`src/hdl/tim_pkg.sv`:
```
// Shared types and constants for the tour store with inversion mutation.
// No dependencies; every other file in hdl/ refers to this package.
package tim_pkg;

    localparam int VTX_W    = 9;
    localparam int IND_W    = 6;
    localparam int POS_W    = 6;
    localparam int RAND_W   = 16;
    localparam int LEN_O_W  = 7;
    localparam int FUNC_W   = 2;

    localparam int DEF_INDIVIDUALS = 64;
    localparam int DEF_NODES       = 64;

    localparam logic [FUNC_W-1:0] FUNC_WRITE  = 2'd0;
    localparam logic [FUNC_W-1:0] FUNC_READ   = 2'd1;
    localparam logic [FUNC_W-1:0] FUNC_MUTATE = 2'd2;

    localparam logic [VTX_W-1:0]  END_MARK   = 9'h1FF;
    localparam int                SHORT_TOUR = 2;
    localparam logic [RAND_W-1:0] THR_RESET  = 16'd6554;

    typedef logic signed [VTX_W-1:0] t_vertex;

    // start pulse and dividend for the remainder unit
    typedef struct packed {
        logic              start;
        logic [RAND_W-1:0] dividend;
    } t_mod_req;

endpackage

```
`src/hdl/tim_modu.sv`:
```
// Iterative remainder unit: one dividend bit per cycle, restoring form.
// Depends on tim_pkg (RAND_W, t_mod_req).
module tim_modu #(
    parameter int NODES = tim_pkg::DEF_NODES
) (
    input  logic                          i_clk,
    input  logic                          i_rst_n,
    input  tim_pkg::t_mod_req             i_req,
    input  logic [$clog2(NODES+1)-1:0]    i_divisor,
    output logic                          o_done,
    output logic [$clog2(NODES+1)-1:0]    o_rem
);
    localparam int LW = $clog2(NODES + 1);
    localparam int CW = $clog2(tim_pkg::RAND_W);

    logic                        r_busy;
    logic                        r_done;
    logic [CW-1:0]               r_cnt;
    logic [tim_pkg::RAND_W-1:0]  r_dvd;
    logic [LW-1:0]               r_rem;
    logic [LW-1:0]               r_div;

    logic [LW:0] sh;
    logic [LW:0] dif;
    logic [LW-1:0] n_rem;

    always_comb begin
        sh  = {r_rem, r_dvd[tim_pkg::RAND_W-1]};
        dif = sh - {1'b0, r_div};
        if (sh >= {1'b0, r_div}) begin
            n_rem = dif[LW-1:0];
        end else begin
            n_rem = sh[LW-1:0];
        end
    end

    always_ff @(posedge i_clk) begin
        if (!i_rst_n) begin
            r_busy <= 1'b0;
            r_done <= 1'b0;
            r_cnt  <= '0;
        end else begin
            r_done <= 1'b0;
            if (i_req.start) begin
                r_busy <= 1'b1;
                r_cnt  <= '0;
                r_dvd  <= i_req.dividend;
                r_rem  <= '0;
                r_div  <= i_divisor;
            end else if (r_busy) begin
                r_rem <= n_rem;
                r_dvd <= r_dvd << 1;
                r_cnt <= r_cnt + CW'(1);
                if (r_cnt == CW'(tim_pkg::RAND_W - 1)) begin
                    r_busy <= 1'b0;
                    r_done <= 1'b1;
                end
            end
        end
    end

    assign o_done = r_done;
    assign o_rem  = r_rem;

    a_rem_below_div: assert property (@(posedge i_clk) disable iff (!i_rst_n)
        o_done |-> (o_rem < r_div))
        else $error("remainder not below divisor");
    a_start_clears: assert property (@(posedge i_clk) disable iff (!i_rst_n)
        i_req.start |=> (r_busy && r_cnt == '0))
        else $error("start did not launch the unit");
    a_done_after_busy: assert property (@(posedge i_clk) disable iff (!i_rst_n)
        o_done |-> ($past(r_busy) && !r_busy))
        else $error("done without a finished run");

endmodule

```
`config.mk`:
```
export PLATFORM = sky130hd
export DESIGN_NAME = tim_modu
export DESIGN_NICKNAME = d
export VERILOG_FILES = /design/src/hdl/tim_pkg.sv /design/src/hdl/tim_modu.sv
export SDC_FILE = /design/constraint.sdc
export NUM_CORES = 1
export LEC_CHECK = 0
export ABC_CLOCK_PERIOD_IN_PS = 2100
export BUFFER_PORTS_ARGS = -buffer_cell sky130_fd_sc_hd__buf_4
export CAP_MARGIN = 20
export CORE_AREA = 5 5 90 71
export CTS_CLUSTER_SIZE = 8
export DETAILED_ROUTE_END_ITERATION = 7
export DIE_AREA = 0 0 95 76
export HOLD_SLACK_MARGIN = 0.08
export MAX_ROUTING_LAYER = met4
export PLACE_DENSITY = 0.64
export SLEW_MARGIN = 40
export SYNTH_ARGS = -nofsm -noshare
export SYNTH_HDL_FRONTEND = slang
export SYNTH_SLANG_ARGS = --single-unit
```
`constraint.sdc`:
```
create_clock -name i_clk -period 2.1 [get_ports i_clk]
set_input_delay 0.105 -clock i_clk [delete_from_list [all_inputs] [get_ports i_clk]]
set_output_delay 0.105 -clock i_clk [all_outputs]
set_load 0.01 [all_outputs]
```
# Yosys cells after proc, flatten, opt, wreduce, memory -nomap -nowiden
# Index checks and enable logic that the tools add are counted.
# W data, S select, Z words.
# op_classes
n_bitwise	2
order_cmp	1
n_eq_ne	1
mux	8
reduce_logical	5
addsub	2
# ops
op	n
$mux W16	2
$mux W7	2
$ge A8 B7 Y1	1
$sub A7 B7 Y7	1
$add A4 B1 Y4 const B	1
$eq A4 B4 Y1 const B	1
$mux W1	4
$reduce_and A2 Y1	2
$reduce_or A3 Y1	1
$not A1 Y1	2
$reduce_bool A2 Y1	1
$reduce_or A2 Y1	1
# totals
out_inout_bits	8
register_bits	36

# Depth between registers and ports, before layout
# Gate-level depths: netlist (run 1).
# logic_depth
ltp_word	4
mapped_depth	9

# Worst setup path after synthesis (run 1)
# No wires, ideal clock.
# synth_timing
path_kind	reg-to-reg
from	register r_dvd[15] (netlist bit)
to	register r_rem[0] (netlist: o_rem[0]) (data pin)
setup_time_ns	0.271
stages_incl_launch_ff	10
period_less_slack_ns	2.124
arrival_time_ns	1.853
setup_slack_ns	-0.024
cell_sequence	edfxtp_1 > inv_1 > ha_1 > inv_1 > fa_1 > a21o_1 > a21oi_4 > a31oi_2 > nor3_1 > a211oi_2
# synth_via
elab_chain_len	3
elab_cells_between_ends	4
cone_classes	add/sub (1); order compare (1); mux (2)
# synth_lines
element	line	source
from (decl)	tim_modu.sv:19	logic [tim_pkg::RAND_W-1:0] r_dvd;
from (signal assigned)	tim_modu.sv:47	r_dvd <= i_req.dividend;
from (signal assigned)	tim_modu.sv:52	r_dvd <= r_dvd << 1;
$sub A7 B7 Y7 or $ge A8 B7 Y1 (tied branches)	tim_modu.sv:29, tim_modu.sv:30	
$mux W7 (*)	tim_modu.sv:30	if (sh >= {1'b0, r_div}) begin
$mux W7 (*)	tim_modu.sv:50	end else if (r_busy) begin
to (signal assigned)	tim_modu.sv:51	r_rem <= n_rem;
to (decl)	tim_modu.sv:20	logic [LW-1:0] r_rem;
# Every way passes the cells marked *; elsewhere a longest branch is shown, timed or not. The select of a mux whose other input is x is not followed.
# A chain may end at the register's enable or synchronous reset.

# Final worst setup path (run 1)
# layout_timing
from	register r_dvd[15] (netlist bit)
to	register r_rem[2] (netlist: o_rem[2]) (data pin)
# Same word-level chain as after synthesis.

==> reports/qor.txt, run 1 <==
Area Overhead vs Synth = 33.72%
met2 routed WL = 1697 um
CP Capture Type = flop
Critical-path top delay cell = edfxtp_1
Post-synth EDFFs = 30
unrepaired setup endpoints after global routing = true
xor/xnor share of the synthesized area = 0.02404
Largest delay share family, worst path = compound AO/OA/AOI/OAI gates
max-cap violation count = 0
clock latency on the worst-skew pair = 0.28 ns
PwrDens = 717.8 nW/um^2
Final Max Tran Viols = 0
synthesized cell area = 1822 sq um
Synth Area in Simple Gates = 0.09066
largest family of logic cells by synthesized area = compound AO/OA/AOI/OAI gates
Seq/Total Area, Yosys = 0.5604
Post-Layout Inst Area = 2436 sq um
fin crit period = 2.159 ns
clk_skew = 0.003815 ns
Mapped Avg Cell Area = 12.56 sq um
Rel. slew slack = 0.7136
post-synthesis cell count = 145
Clock Tree Root = clkbuf_8
Startpoint Class = flop
Yosys cell types = 39
outcome = finished, violations left
1st-iter DRT viols = 69
CP Class = flop to flop
M1 wire length = 1705 um
# IOs = 34
Bufs on Longest Clock Path = 2
violated checks = negative setup slack
CTS tree = done
post-route setup slack = -0.05864 ns
row cnt = 24
Cells after DPL = 258
WL met3 = 195 um
total routed wirelength = 3624 um
cts bufs inserted = 5
Die W = 95 um
Worst Max-Slew Pin Slew = 0.4281 ns
CP Max Fanout = 7
htree depth = 2
pin count of the biggest net entering global routing = 27
pre-CTS setup slack = -0.09380 ns
Peak VDD IR = 440.9 uV
Tcrit/Tclk final = 1.028
post-route ant nets = 0
total power = 1.749 mW
worst hold margin = 0.1246 ns
non-filler cells in the finished layout = 279
Core ar. = 5525 sq um
Worst EP required = 2.12 ns
mean routed wirelength per cell = 12.99 um
vias in the first global route = 1340
drt drc = 0
worst path cell trace = inv_1 > ha_2 > inv_2 > fa_2 > a21o_1 > a21oi_4 > a31oi_4 > nor3_2 > a211oi_2
syn nets = 180
worst hold path class = input port to flop
Ys Warns = 0
Max Fclk = 0.4633 GHz
buffer and inverter count on the worst path = 2
initial antenna violation count = 0
Synth Register Bits = 36
global placement routability congestion = 0.7935
Die H = 76 um
synthesized-area fraction occupied by adder cells = 0.06593
Die Area = 7220 sq um
Worst Path Arrival = 2.18 ns
dpl hpwl = 2594 um
top layer reached by signal wires = met4
All-Layer GR Usage = 0.1127
ANT cells = 0
final hold violation count = 0
drt pass-1 iters = 4
Synth Area in Compound Gates = 0.1154
Nets = 235
clk slew on worst S/H paths = 0.07 ns
Async SR Flop Fraction = 0
global-route wire length before repair = 6230 um
starting density of the core = 0.3297
DP Area = 2212 sq um
mux share of post-synthesis cell area = 0.1092
ratio of cells with drive above 1 in the final layout = 0.4080
Clock Sinks = 36
routed vias/inst = 4.606
final setup vio count = 7
Top FF cell, synth = edfxtp_1
Buffers on Ports = 33
Worst path max stage delay = 0.39 ns
grt total ovfl = 0
via count = 1285
LEAKAGE = 0.9525 nW
-- worst paths after layout --
path,depth (start not counted),from,slack [ns],end
max,9,r_dvd[15],-0.06,o_rem[2]
min,2,i_req[7],0.12,r_dvd[7]
max reg2reg,9,r_dvd[15],-0.06,o_rem[2]
min reg2reg,2,r_cnt[3],0.50,o_done
-- final cells by class --
cell class,count,area [sq um]
fill,537,3089
sequential,36,1021
clock inverter,1,5.005
inverter,11,41.29
clock buffer,7,76.32
tap,78,97.59
multi-input combinational,93,775.7
timing repair buffer,53,419.2
-- power breakdown --
group / switching (mW) / internal, mW / total [mW] / leakage [nW]
logic: 0.204 / 0.220 / 0.424 / 0.575
clock network: 0.234 / 0.233 / 0.467 / 0.0422
registers: 0.0240 / 0.834 / 0.858 / 0.336
-- placed cells by master (no fill, tap or decap), types with 3 or more instances in the layout --
cell type / n
xnor2_1: 3
dlygate4sd3_1: 7
ha_1: 7
mux2i_1: 3
buf_4: 45
dfxtp_1: 6
edfxtp_1: 30
inv_2: 3
a21oi_1: 8
nand2_1: 3
o21a_1: 3
nor2_1: 7
clkbuf_8: 5
inv_1: 8
nand3_1: 6
o21ai_1: 4
mux2_2: 15
-- state kept, by name, summed over array words and instances (netlist names) --
name	cells
r_dvd	16
o_rem	7
r_div	7
r_cnt	4
o_done	1
r_busy	1
-- metal layers --
metal / GRT usage / vias to the layer above
li1: - / 647
met1: 0.1473 / 611
met2: 0.1675 / 23
met3: 0.02962 / 4
met4: 0.04179 / 0
met5: - / -
-- synth_stat cells, drive strengths merged (2+ instances only) --
cell / n / area [sq um]
edfxtp: 30 / 900.9
mux2: 15 / 168.9
inv: 11 / 41.29
a21oi: 9 / 56.31
ha: 8 / 100.1
nor2: 7 / 26.28
dfxtp: 6 / 120.1
nand3: 6 / 30.03
o21ai: 6 / 30.03
nand2: 4 / 15.01
clkbuf: 3 / 11.26
mux2i: 3 / 30.03
nor3: 3 / 15.01
o21a: 3 / 22.52
xnor2: 3 / 26.28
a211oi: 2 / 20.02
a31oi: 2 / 18.77
and2: 2 / 12.51
buf: 2 / 10.01
nand4: 2 / 12.51
nor3b: 2 / 15.01
o22ai: 2 / 12.51
or3: 2 / 12.51
xor2: 2 / 17.52
-- repair_timing --
| action | in CTS | in global routing |
|---|---|---|
| buffers inserted | 4 | 2 |
| hold buffers | 7 | 0 |
| setup endpoints to repair | 7 | 7 |
| resized for setup | 6 | 2 |
| hold endpoints to repair | 7 | 0 |
| pin swaps | 12 | 13 |
-- cell families after synthesis --
| kind of cell | after synthesis |
|---|---|
| DFF | 36 |
| and+or+nand+nor | 32 |
| AOI/OAI and AO/OA | 29 |
| muxes | 18 |
| buffers and inverters | 16 |
| adders and majority gates | 9 |
| xor gates and xnor gates | 5 |
-- per-stage QoR --
stage                 util  setup TNS (ns)
detailed placement  0.4004         -0.4923
global placement    0.4004         -0.1199
global route        0.4409          -1.077
CTS                 0.4366        -0.08981
floorplan                -               0
finish              0.4409         -0.2263
(Power assumes the default switching activity.)
==> inputs of run 2 (changes only) <==
Settings changed: BUFFER_PORTS_ARGS -buffer_cell sky130_fd_sc_hd__buf_4 to unset, DONT_BUFFER_PORTS set to 1, GPL_ROUTABILITY_DRIVEN set to 0, PLACE_DENSITY 0.64 to 0.59, RECOVER_POWER set to 100.
==> reports/qor.txt, run 2 (synthesis gave the netlist of run 1 again) <==
worst path cell trace = inv_1 > ha_2 > inv_2 > fa_2 > a21o_1 > a21oi_4 > a31oi_4 > o22ai_1 > a21oi_1
Max Fclk = 0.4604 GHz
Die H = 76 um
final hold violation count = 1
Largest register FFs = 16
Core ar. = 5525 sq um
Critical-path top delay cell = edfxtp_1
FF-to-FF Start = r_dvd[15]
GRT met1 Usage = 0.1463
worst hold path class = input port to flop
Tcrit/Tclk final = 1.034
violated checks = negative hold slack, negative setup slack
CP Max Fanout = 7
starting density of the core = 0.3297
Worst path max stage delay = 0.39 ns
Area Overhead vs Synth = 37.36%
outcome = finished, violations left
FILL cells = 522
ANT cells = 0
unrepaired setup endpoints after global routing = true
global routing usage on met2 = 0.1809
post-route ant nets = 0
final setup vio count = 7
post-route setup slack = -0.07220 ns
global-route wire length before repair = 6417 um
endpoint of the worst hold path = o_rem[6]
clock latency on the worst-skew pair = 0.28 ns
Worst Reg-to-Reg Cells = 9
initial antenna violation count = 0
drt drc = 0
Die W = 95 um
total routed wirelength = 3965 um
max-cap violation count = 0
# IOs = 34
r2r endpoint = o_rem[5]
pin count of the biggest net entering global routing = 27
clk slew on worst S/H paths = 0.08 ns
Worst EP required = 2.14 ns
grt total ovfl = 0
buffer and inverter count on the worst path = 2
cts bufs inserted = 5
Final Max Tran Viols = 0
Peak VDD IR = 407.1 uV
Clock Tree Root = clkbuf_8
clk_skew = 0.005179 ns
htree depth = 2
CP Capture Type = flop
Worst Max-Slew Pin Slew = 0.5933 ns
mean routed wirelength per cell = 14.26 um
Nets = 234
CP Class = flop to flop
Rel. slew slack = 0.6042
total power = 1.800 mW
Reg with most FFs = r_dvd
LEAKAGE = 0.9125 nW
GRT met3 Usage = 0.04344
hold path cells = 1
worst hold margin = -0.003367 ns
Clock Sinks = 36
Bufs on Longest Clock Path = 2
1st-iter DRT viols = 96
R2R Setup Slk = -0.07 ns
most common cell after layout, fill and taps aside = dlygate4sd3_1
dpl hpwl = 2680 um
Worst Hold Launch = i_req[16]
Largest delay share family, worst path = compound AO/OA/AOI/OAI gates
All-Layer GR Usage = 0.1170
CTS tree = done
Buffers on Ports = 0
vias in the first global route = 1333
via count = 1338
drt pass-1 iters = 4
row cnt = 24
commonest cells after routing, fill and taps aside = 39 x dlygate4sd3_1, 30 x edfxtp_1, 15 x mux2_2, 8 x inv_1
fin crit period = 2.172 ns
layer with the highest usage = met2
Startpoint Class = flop
PwrDens = 719.4 nW/um^2
ratio of cells with drive above 1 in the final layout = 0.2250
Worst Path Arrival = 2.21 ns
Die Area = 7220 sq um
routed vias/inst = 4.813
hold-fix buffers at CTS = 39
## run 2: layout make-up
class                      instances  area, sq um  area share
clock buffer                       6        82.58     0.03300
sequential                        36         1021      0.4080
multi-input combinational         93        783.3      0.3130
tap                               78        97.59     0.03900
clock inverter                     2        13.76    0.005500
inverter                          11        41.29     0.01650
timing repair buffer              52        462.9      0.1850
## run 2: what timing repair did
item | 4_1_cts | 5_1_grt
buffers inserted | 1 | 2
resized for setup | 5 | 3
setup endpoints to repair | 7 | 7
endpoints found under the hold margin | 33 | 7
pin swaps | 15 | 9
## run 2: stage by stage
stage | util | worst slack, ns | cells | setup TNS (ns) | instance area, sq um
floorplan | - | 0.001953 | 145 | 0 | 1836
global placement | 0.3596 | -0.03789 | 228 | -0.2018 | 1987
detailed placement | 0.3596 | -0.07958 | 228 | -0.4415 | 1987
CTS | 0.4518 | -0.04264 | 276 | -0.1075 | 2496
global route | 0.4529 | -0.1819 | 278 | -1.181 | 2502
finish | 0.4529 | -0.07220 | 278 | -0.3882 | 2502
## run 2: worst max path at each step
| stage | from | slack [ns] | end | depth (start not counted) |
|---|---|---|---|---|
| after global placement | r_dvd[15] | -0.04 | o_rem[0] | 9 |
| after floorplan | r_dvd[15] | 0.002 | o_rem[5] | 9 |
| after CTS | r_dvd[15] | -0.04 | o_rem[0] | 9 |
| after detailed placement | r_dvd[15] | -0.08 | o_rem[0] | 9 |
| final | r_dvd[15] | -0.07 | o_rem[5] | 9 |
| after global routing | r_dvd[15] | -0.18 | o_rem[4] | 9 |
## run 2: routing by layer
layer  routed length, um  vias up
li1                    -      648
met1                1819      632
met2                1827       51
met3                 262        7
met4                  56        0
met5                   0        -
## run 2: power breakdown
| part | switching (mW) | leakage, nW | internal (mW) |
|---|---|---|---|
| registers | 0.0212 | 0.336 | 0.833 |
| clock network | 0.253 | 0.0516 | 0.268 |
| logic | 0.208 | 0.525 | 0.218 |
| total | 0.481 | 0.913 | 1.32 |
==> inputs of run 3 (changes only) <==
Settings changed: PLACE_DENSITY 0.59 to 0.58.
==> reports/qor.txt, run 3 (synthesis gave the netlist of run 1 again) <==
multi-input logic area = 784.5 sq um
CTS tree = done
total routed wirelength = 3879 um
Peak VDD IR = 356.8 uV
outcome = finished, violations left
Critical-path top delay cell = edfxtp_1
Reg area = 1021 sq um
dpl hpwl = 2720 um
non-filler cells in the finished layout = 280
Die H = 76 um
max-cap violation count = 0
Clock Sinks = 36
global-route wire length before repair = 6589 um
Rel. slew slack = 0.6088
Startpoint Class = flop
grt total ovfl = 0
All-Layer GR Usage = 0.1187
routed vias/inst = 4.711
drt drc = 0
Max Fclk = 0.4608 GHz
most common cell after layout, fill and taps aside = dlygate4sd3_1
worst path cell trace = inv_1 > ha_2 > inv_2 > fa_2 > a21o_1 > a21oi_4 > a31oi_4 > nor3_2 > a211oi_2
Worst Max-Slew Pin Slew = 0.5868 ns
Buffers on Ports = 0
Worst EP required = 2.12 ns
Largest register FFs = 16
final hold violation count = 0
pin count of the biggest net entering global routing = 27
CP Capture Type = flop
# IOs = 34
fin crit period = 2.170 ns
row cnt = 24
post-route ant nets = 0
ANT cells = 0
Worst Path Arrival = 2.19 ns
Reg with most FFs = r_dvd
Core ar. = 5525 sq um
CP Max Fanout = 7
CP Class = flop to flop
htree depth = 2
ratio of cells with drive above 1 in the final layout = 0.2327
PwrDens = 703.1 nW/um^2
unrepaired setup endpoints after global routing = true
post-route setup slack = -0.07020 ns
starting density of the core = 0.3297
initial antenna violation count = 0
Clock Tree Root = clkbuf_8
clk slew on worst S/H paths = 0.07 ns
hold-fix buffers at CTS = 39
violated checks = negative setup slack
Die W = 95 um
Cells after DPL = 228
Bufs on Longest Clock Path = 2
Area Overhead vs Synth = 38.12%
vias in the first global route = 1401
clk_skew = 0.001645 ns
hold path cells = 1
clock latency on the worst-skew pair = 0.27 ns
drt pass-1 iters = 4
mean routed wirelength per cell = 13.85 um
Die Area = 7220 sq um
Tcrit/Tclk final = 1.033
via count = 1319
FILL cells = 526
Final Max Tran Viols = 0
Worst path max stage delay = 0.38 ns
worst hold margin = 0.007145 ns
cts bufs inserted = 5
worst hold path class = input port to flop
Nets = 236
Worst Reg-to-Reg Cells = 9
LEAKAGE = 0.9173 nW
1st-iter DRT viols = 45
commonest cells after routing, fill and taps aside = 39 x dlygate4sd3_1, 30 x edfxtp_1, 15 x mux2_2, 8 x inv_1, 8 x clkbuf_1
final setup vio count = 6
run 3: area by class of cell:
| class | instances | area share |
|---|---|---|
| flip-flops and latches | 36 | 0.4058 |
| inverters | 11 | 0.01641 |
| multi-input cells | 93 | 0.3118 |
| well taps | 78 | 0.03879 |
| clock buffers | 8 | 0.03580 |
| repair buffers | 54 | 0.1914 |
run 3: final timing paths:
check | start | endpoint | slack [ns]
setup reg to reg | r_dvd[15] | o_rem[2] | -0.07
hold reg to reg | r_cnt[3] | o_done | 0.51
hold / removal | i_req[16] | o_rem[1] | 0.007
setup / recovery | r_dvd[15] | o_rem[2] | -0.07
run 3: routing by layer:
layer  GRT usage  up-vias  share of wire
li1            -      650              -
met1      0.1488      644           0.45
met2      0.1886       23           0.51
met3     0.02764        2          0.031
met4     0.03890        0         0.0088
met5           -        -              0
run 3: per-stage QoR:
stage / cell area [sq um] / power, mW / setup TNS [ns] / worst slack [ns] / utilization
global route: 2516 / 1.862 / -0.9221 / -0.1640 / 0.4554
global placement: 1987 / 1.185 / -0.08259 / -0.02713 / 0.3596
CTS: 2515 / 1.782 / -0.05954 / -0.03424 / 0.4552
detailed placement: 1987 / 1.197 / -0.3709 / -0.07969 / 0.3596
finish: 2516 / 1.769 / -0.2512 / -0.07020 / 0.4554
floorplan: 1836 / 1.120 / 0 / 0.001953 / -
run 3: where the power goes:
part	total, mW	switching, mW	leakage (nW)	internal [mW]
registers	0.857	0.0230	0.336	0.834
logic	0.426	0.204	0.536	0.222
clock network	0.486	0.219	0.0455	0.267
run 3: critical path: cells and delay by family, from the launching register on:
kind / cells / cell delay, ns
compound gates: 4 / 0.67
fa+ha+maj: 2 / 0.51
buf+inv: 2 / 0.11
flops: 1 / 0.38
simple gates: 1 / 0.24
run 3: what timing repair did:
action,in CTS,in global routing
hold endpoints to repair,35,7
pin swaps,10,10
endpoints found under the setup margin,7,7
resized for setup,7,3
setup buffers,3,2
